File: src/design/svt_pkg.sv
// Shared types and constants for the sorted value table.
// Used by svt_cell and sorted_value_table_core; no dependencies.
package svt_pkg;

  localparam int CAPACITY = 16;
  localparam int CNT_W    = $clog2(CAPACITY + 1);
  localparam int VAL_W    = 32;
  localparam int OUT_CNT_W = 5;

  typedef enum logic [1:0] {
    CMD_INSERT = 2'd0,
    CMD_FIND   = 2'd1,
    CMD_DELETE = 2'd2,
    CMD_POP    = 2'd3
  } cmd_t;

  typedef enum logic [1:0] {
    ST_OK        = 2'd0,
    ST_NOT_FOUND = 2'd1,
    ST_EMPTY     = 2'd2,
    ST_FULL      = 2'd3
  } status_t;

  // Command broadcast to every cell in the row
  typedef struct packed {
    logic                    en;
    cmd_t                    cmd;
    logic signed [VAL_W-1:0] value;
    logic                    found;
    logic                    full;
    logic                    empty;
  } op_t;

endpackage

File: src/design/sorted_value_table_core.sv
// Sorted value table: a row of svt_cell slots kept in ascending signed order.
// The result strobe on done is registered: it rises in the cycle after the accepted item.
// Throughput: one item per cycle; every cell compares in parallel and shifts
// one place toward a neighbor, so busy never rises.
// Reset (rst, synchronous): clears the entry count; slot contents are not cleared.
// The receiver cannot stall: each result is shown for exactly one cycle.
module sorted_value_table_core (
  input  logic                              clk,
  input  logic                              rst,
  input  logic                              start,
  output logic                              busy,
  input  logic [1:0]                        cmd,
  input  logic signed [svt_pkg::VAL_W-1:0]  value,
  output logic                              done,
  output logic [1:0]                        status,
  output logic                              found,
  output logic signed [svt_pkg::VAL_W-1:0]  out_value,
  output logic [svt_pkg::OUT_CNT_W-1:0]     entry_count
);

  localparam int N = svt_pkg::CAPACITY;

  logic [svt_pkg::CNT_W-1:0]        count;
  logic [svt_pkg::CNT_W-1:0]        count_next;
  logic                             accept;
  svt_pkg::op_t                     op;
  logic signed [svt_pkg::VAL_W-1:0] entries [N];
  logic [N-1:0]                     lt;
  logic [N-1:0]                     eq;
  logic [N-1:0]                     occupied;
  svt_pkg::status_t                 status_next;
  logic                             found_next;
  logic signed [svt_pkg::VAL_W-1:0] out_value_next;

  assign busy   = 1'b0;
  assign accept = start && !busy;

  // Broadcast the command to the row
  always_comb begin
    op.en    = accept;
    op.cmd   = svt_pkg::cmd_t'(cmd);
    op.value = value;
    op.found = |eq;
    op.full  = (count == svt_pkg::CNT_W'(N));
    op.empty = (count == '0);
  end

  // Build the row of cells
  for (genvar i = 0; i < N; i++) begin : g_cell
    logic                             left_lt;
    logic signed [svt_pkg::VAL_W-1:0] left_entry;
    logic signed [svt_pkg::VAL_W-1:0] right_entry;

    assign occupied[i] = (svt_pkg::CNT_W'(i) < count);

    if (i == 0) begin : g_first
      assign left_lt    = 1'b1;
      assign left_entry = value;
    end else begin : g_mid
      assign left_lt    = lt[i-1];
      assign left_entry = entries[i-1];
    end

    if (i == N - 1) begin : g_last
      assign right_entry = value;
    end else begin : g_inner
      assign right_entry = entries[i+1];
    end

    svt_cell u_cell (
      .clk         (clk),
      .op          (op),
      .occupied    (occupied[i]),
      .left_lt     (left_lt),
      .left_entry  (left_entry),
      .right_entry (right_entry),
      .entry       (entries[i]),
      .lt          (lt[i]),
      .eq          (eq[i])
    );
  end

  // Work out the result and the new count
  always_comb begin
    status_next    = svt_pkg::ST_OK;
    found_next     = 1'b0;
    out_value_next = '0;
    count_next     = count;
    case (op.cmd)
      svt_pkg::CMD_INSERT: begin
        if (op.full) begin
          status_next = svt_pkg::ST_FULL;
        end else begin
          count_next = count + 1'b1;
        end
      end
      svt_pkg::CMD_FIND: begin
        if (op.found) begin
          found_next = 1'b1;
        end else begin
          status_next = svt_pkg::ST_NOT_FOUND;
        end
      end
      svt_pkg::CMD_DELETE: begin
        if (op.found) begin
          found_next = 1'b1;
          count_next = count - 1'b1;
        end else begin
          status_next = svt_pkg::ST_NOT_FOUND;
        end
      end
      svt_pkg::CMD_POP: begin
        if (op.empty) begin
          status_next = svt_pkg::ST_EMPTY;
        end else begin
          out_value_next = entries[0];
          count_next     = count - 1'b1;
        end
      end
      default: begin
        status_next = svt_pkg::ST_OK;
      end
    endcase
  end

  // Advance the count and register the result
  always_ff @(posedge clk) begin
    if (rst) begin
      count <= '0;
      done  <= 1'b0;
    end else begin
      done <= accept;
      if (accept) begin
        count <= count_next;
      end
    end
  end

  always_ff @(posedge clk) begin
    if (accept) begin
      status      <= status_next;
      found       <= found_next;
      out_value   <= out_value_next;
      entry_count <= svt_pkg::OUT_CNT_W'(count_next);
    end
  end

  // The count never exceeds the capacity
  a_count_bound: assert property (@(posedge clk) disable iff (rst)
    count <= svt_pkg::CNT_W'(N))
    else $error("entry count above capacity");

  // A result follows exactly the cycle after an accepted item
  a_done_follows: assert property (@(posedge clk) disable iff (rst)
    accept |=> done)
    else $error("result strobe missing after accepted item");

  // Occupied slots form a prefix of the row
  a_occ_prefix: assert property (@(posedge clk) disable iff (rst)
    ((occupied >> 1) & ~occupied) == '0)
    else $error("occupied slots not contiguous");

  // Insert into a full table leaves the count alone
  a_full_hold: assert property (@(posedge clk) disable iff (rst)
    accept && op.cmd == svt_pkg::CMD_INSERT && op.full |=> $stable(count))
    else $error("count changed on insert into full table");

  // The less-than flags form a prefix, as the row is sorted
  a_lt_prefix: assert property (@(posedge clk) disable iff (rst)
    ((lt >> 1) & ~lt) == '0)
    else $error("row order broken");

endmodule

File: src/design/svt_cell.sv
// One slot of the sorted row: holds an entry, compares it with the command value
// and shifts toward a neighbor on insert, delete and pop. Depends on svt_pkg.
module svt_cell (
  input  logic                            clk,
  input  svt_pkg::op_t                    op,
  input  logic                            occupied,
  input  logic                            left_lt,
  input  logic signed [svt_pkg::VAL_W-1:0] left_entry,
  input  logic signed [svt_pkg::VAL_W-1:0] right_entry,
  output logic signed [svt_pkg::VAL_W-1:0] entry,
  output logic                            lt,
  output logic                            eq
);

  logic signed [svt_pkg::VAL_W-1:0] entry_next;

  // Compare the stored entry with the broadcast value
  assign lt = occupied && (entry < op.value);
  assign eq = occupied && (entry == op.value);

  // Pick the new content: hold, take the value, or take a neighbor
  always_comb begin
    entry_next = entry;
    if (op.en) begin
      case (op.cmd)
        svt_pkg::CMD_INSERT: begin
          if (!op.full && !lt) begin
            entry_next = left_lt ? op.value : left_entry;
          end
        end
        svt_pkg::CMD_DELETE: begin
          if (op.found && !lt) begin
            entry_next = right_entry;
          end
        end
        svt_pkg::CMD_POP: begin
          if (!op.empty) begin
            entry_next = right_entry;
          end
        end
        default: begin
          entry_next = entry;
        end
      endcase
    end
  end

  always_ff @(posedge clk) begin
    entry <= entry_next;
  end

endmodule

File: config.mk
export PLATFORM = sky130hd
export DESIGN_NAME = sorted_value_table_core
export DESIGN_NICKNAME = d
export VERILOG_FILES = /design/src/design/svt_pkg.sv /design/src/design/sorted_value_table_core.sv /design/src/design/svt_cell.sv
export SDC_FILE = /design/constraint.sdc
export NUM_CORES = 2
export LEC_CHECK = 0
export ABC_AREA = 1
export BUFFER_PORTS_ARGS = -buffer_cell sky130_fd_sc_hd__buf_4
export CAP_MARGIN = 5
export CELL_PAD_IN_SITES_DETAIL_PLACEMENT = 1
export CELL_PAD_IN_SITES_GLOBAL_PLACEMENT = 2
export CORE_MARGIN = 2
export CORE_UTILIZATION = 40
export CTS_BUF_LIST = sky130_fd_sc_hd__clkbuf_2 sky130_fd_sc_hd__clkbuf_4 sky130_fd_sc_hd__clkbuf_8
export DETAILED_ROUTE_END_ITERATION = 8
export GPL_TIMING_DRIVEN = 0
export PLACE_DENSITY_LB_ADDON = 0.1
export SYNTH_ARGS = -nofsm -noshare
export SYNTH_HDL_FRONTEND = slang
export SYNTH_HIERARCHICAL = 1
export SYNTH_SLANG_ARGS = --single-unit
export TNS_END_PERCENT = 1
File: constraint.sdc
create_clock -name clk -period 4 [get_ports clk]
set_input_delay 0.4 -clock clk [delete_from_list [all_inputs] [get_ports clk]]
set_output_delay 0.4 -clock clk [all_outputs]
set_load 0.01 [all_outputs]
# Word level (Yosys, flattened, before mapping)
# Index checks and enable logic that the tools add are counted.
# totals
output_inout_bits,42
reg_bits,558
in_bits,37
word_cells,301
# classes
reduce_logical,103
n_bitwise,1
n_addsub,2
n_eq_ne,53
n_mux,88
n_lt_le_gt_ge,32
# ops
cell,n
two-way mux 32 bit,63
case mux 32 bit (3 select lines),16
equality test 32 bit,16
less-than comparator 32 bit,16
AND reduction 5 bit,16
logical AND 1 bit,64
"!= test 2 x 1 -> 1 bit, second input constant",32
"less-than comparator 4 x 5 -> 1 bit, first input constant",8
"less-than comparator 3 x 5 -> 1 bit, first input constant",4
logical NOT 1 bit,17
OR reduction 16 bit,1
two-way mux 5 bit,3
case mux 5 bit (3 select lines),1
"less-than comparator 1 x 5 -> 1 bit, first input constant",2
"less-than comparator 2 x 5 -> 1 bit, first input constant",2
case mux 2 bit (3 select lines),1
"adder 5 x 1 -> 5 bit, second input constant",1
"equality test 5 bit, second input constant",1
logical NOT 5 bit,1
"subtractor 5 x 1 -> 5 bit, second input constant",1
"equality test 2 bit, second input constant",2
two-way mux 2 bit,2
OR reduction 2 bit,2
nonzero test 3 bit,1
5 further kinds,6

# Longest topological paths before layout
# depth
depth_word,6
depth_mapped,21
mapped_depth_nobuf,19

# Hierarchy
# Netlist, hierarchy kept.
# by_module_without_submodules
module,instances,area_per_inst_um2,cells_per_inst,seq_area_each_um2
svt_cell (g_cell[0].u_cell ...),15,2558.7,335,960.9
svt_cell (g_cell[14].u_cell),1,2580.0,336,960.9
sorted_value_table_core,1,2354.8,258,1321.3

# Worst setup path before layout
# No wires, ideal clock.
# synth_path
kind,input to register
from,input port value[31] (netlist bit)
to,register g_cell[0].u_cell/entry[0] (netlist bit) (enable)
setup_ps,422
path_slack_ps,370
t_arrival_ps,3209
path_buffers,0
required_ps,3578
path_stages,13
path_cell_list,inv_1 ha_1 nand2_1 nor2_2 nand2_2 nor2_2 and3_2 nor2_1 nand2_1 nor2_1 nand2_1 a21boi_0 nor2_1
# synth_lines
item,line,source
start: declaration,sorted_value_table_core.sv:13,"input logic signed [svt_pkg::VAL_W-1:0] value,"
end signal: assignment,svt_cell.sv:49,entry <= entry_next;
end: declaration,svt_cell.sv:10,"output logic signed [svt_pkg::VAL_W-1:0] entry,"

==> qor.yml <==
sta:
  finalCriticalPeriod_ns: 3.86
  worst_clock_skew_ns: 0.0510
  finalCritPeriodShare_pct: 96.5
  max_freq_ghz: 0.259
  worst_slack_ns: 0.140
  rsz0062_at_grt: "false"
  finalSetupViolations: 0
  report.final.slew_viol_count: 0
  relSlewSlack_pct: 18.9
  hold_viol: 0
  worstMarginPinSlew_ns: 1.21
grt:
  grt_overflow: 0
  grt_first_pass_wirelength_um: 220000
  grt_max_degree: 64
  grt_pass1_vias: 40100
  grtUsageTotal_pct: 25.4
  grt_util_met3_pct: 2.81
  use_met2_pct: 49.5
  top_usage_layer: "met2"
  antenna_found_initial: 2
  met1_usage_pct: 27.1
cells_and_area:
  syn2layout_area_growth_pct: 11.7
  multi_input_area_um2: 22900
  finalNonFillerCells: 7324
  final_cell_area_um2: 48400
  fillerInstances: 13300
  drive_above_1_share_pct: 7.92
  regArea_um2: 16700
  fin_nets: 6442
detailed_routing:
  via_per_inst: 5.12
  drt_pre_antenna_iters: 4
  wl_per_cell_um: 19.3
  finalWirelength_um: 141000
  drcViolationCount: 0
  vias: 37500
  first_iter_violations: 1360
  ant_nets: 0
power:
  clkPwrFrac_pct: 32.0
  switching_share_pct: 35.0
  internal_power_mw: 11.7
  cellPowerDensity_nw_per_um2: 372
  p_total_mw: 18.0
  peakVddDrop_uv: 239
  p_sw_mw: 6.30
  seqPwrFrac_pct: 42.1
  leakagePower_nw: 23.0
  combPwrFrac_pct: 26.0
setup_path:
  crit_type: "reg -> reg"
  crit_path_max_fanout: 31
  reg2reg_depth: 13
  worst_ep_arrival_time_ns: 4.30
  critPathTopFamily: "simple AND/OR/NAND/NOR gates"
  worst-r2r-setup-slack_ns: 0.14
  cpPeakStageDelay_ns: 0.49
  critical_path.slowest_cell: "dfxtp_2"
  required_ns: 4.44
  crit_buf_inv: 3
  critPathCaptureType: "flip-flop"
  start_kind: "flip-flop"
  cp_num_cells: 13
  crit_chain: "buf_6, inv_1, a32oi_2, nand4_1, nor3_1, and3_2, nor2_1, nand2_1, nor2_2, nand2_4, a21boi_0, nor2_4, buf_12"
synthesis:
  yosys_warnings: 6
  synthCells: 5618
  syn_nets: 6223
  avgSynthCellArea_um2: 7.71
  synthesis.area_um2: 43300
clock_network:
  cts_inserted_buffers: 113
  cts_tree: "yes"
  clk_pin_slew_ns: 0.06
  cts.sinks: 558
  cts_max_path_buffers: 3
  root_buffer: "clkbuf_8"
  h-tree-depth: 3
  clk_latency_ns: 0.79
floorplanning:
  die_h_um: 333
  core_area_um2: 107000
  die_w_um: 333
  ios: 79
  rows: 120
  start_util_pct: 40.4
  dieArea_um2: 111000
flow_run:
  cap_violations: 0
run_status:
  run_status: "complete, no violations"
placed_design:
  pre_cts_ws_ns: -1.21
  port_buffers: 77
  dp_hpwl_um: 117000
  place_area_um2: 46000
  dp_cells: 7111
  routabilityCongestion: 0.808
worst_hold_path:
  hold_depth: 3
  hp-class: "in -> reg"
## per-layer routing
layer  vias up  share of wire [%]
li1      19100                  -
met5         -                  0
met2       459                 53
met4         0                4.9
met1     17700                 39
met3       257                2.5
## worst min-delay path: stages
cell,delay (ns)
buf_4,0.22
nand2_1,0.10
a31oi_1,0.08
## state kept, by name, indices dropped and copies added (netlist names)
register	flops
count	5
done	1
entry_count	5
found	1
g_cell.u_cell/entry	512
out_value	32
status	2
## power by group through the flow
stage               combinational (mW)  clock, mW  sequential (mW)
floorplan                         3.04          0             7.55
global placement                  4.39          0             7.71
detailed placement                4.66          0             7.70
CTS                               4.76       5.98             7.58
global route                      5.35       6.19             7.65
finish                            4.68       5.76             7.58
## final timing paths
check | to | from
max | g_cell[11].u_cell/entry[26] | count[4]
min reg2reg | out_value[1] | g_cell[0].u_cell/entry[1]
max reg2reg | g_cell[11].u_cell/entry[26] | count[4]
min | g_cell[15].u_cell/entry[15] | value[15]
## placed cells by master (no fill, tap or decap), types with 3 or more instances in the layout
master,instances
nor2_4,20
a21o_1,16
nand2_4,4
buf_12,19
nand3_2,17
a31oi_1,512
inv_2,8
nor3_1,16
a21oi_1,246
nand2_1,1691
clkbuf_1,160
dfxtp_1,5
ha_1,568
o21ai_2,3
edfxtp_1,552
o21ai_0,53
nand3_1,47
nand2_2,17
and3_2,15
a21boi_4,3
nor3_2,16
a21boi_0,12
clkinv_1,30
clkinv_2,10
nand4_1,32
nor2_1,669
inv_1,801
clkbuf_4,38
buf_4,83
o31ai_1,3
buf_2,51
clkbuf_8,114
o21a_1,31
nor2_2,35
## what timing repair did
action,CTS,global route
gates cloned,4,0
pin swaps,8,0
endpoints found under the hold margin,6,0
hold buffers,1,0
endpoints found under the setup margin,523,380
resized for setup,22,3
buffers inserted,9,0
## final cells by class
type	count	share of cell area [%]
Timing Repair Buffer	100	2.05
Tap cell	1403	3.63
Clock inverter	46	0.476
Inverter	809	6.28
Sequential cell	558	34.5
Clock buffer	152	3.83
Buffer	215	1.84
Antenna cell	1	0.00517
Multi-Input combinational cell	4040	47.4
## per-stage QoR
stage / hold WS [ns] / TNS, ns / utilization [%]
3_3_place_gp: 0.617 / -1211.18 / 42.6
5_1_grt: 0.180 / 0 / 45.1
6_report: 0.191 / 0 / 45.1
2_1_floorplan: 0.484 / 0 / -
4_1_cts: 0.104 / 0 / 45.1
3_5_place_dp: 0.627 / -432.31 / 42.9
No activity file was read; power rests on OpenSTA's default activity.
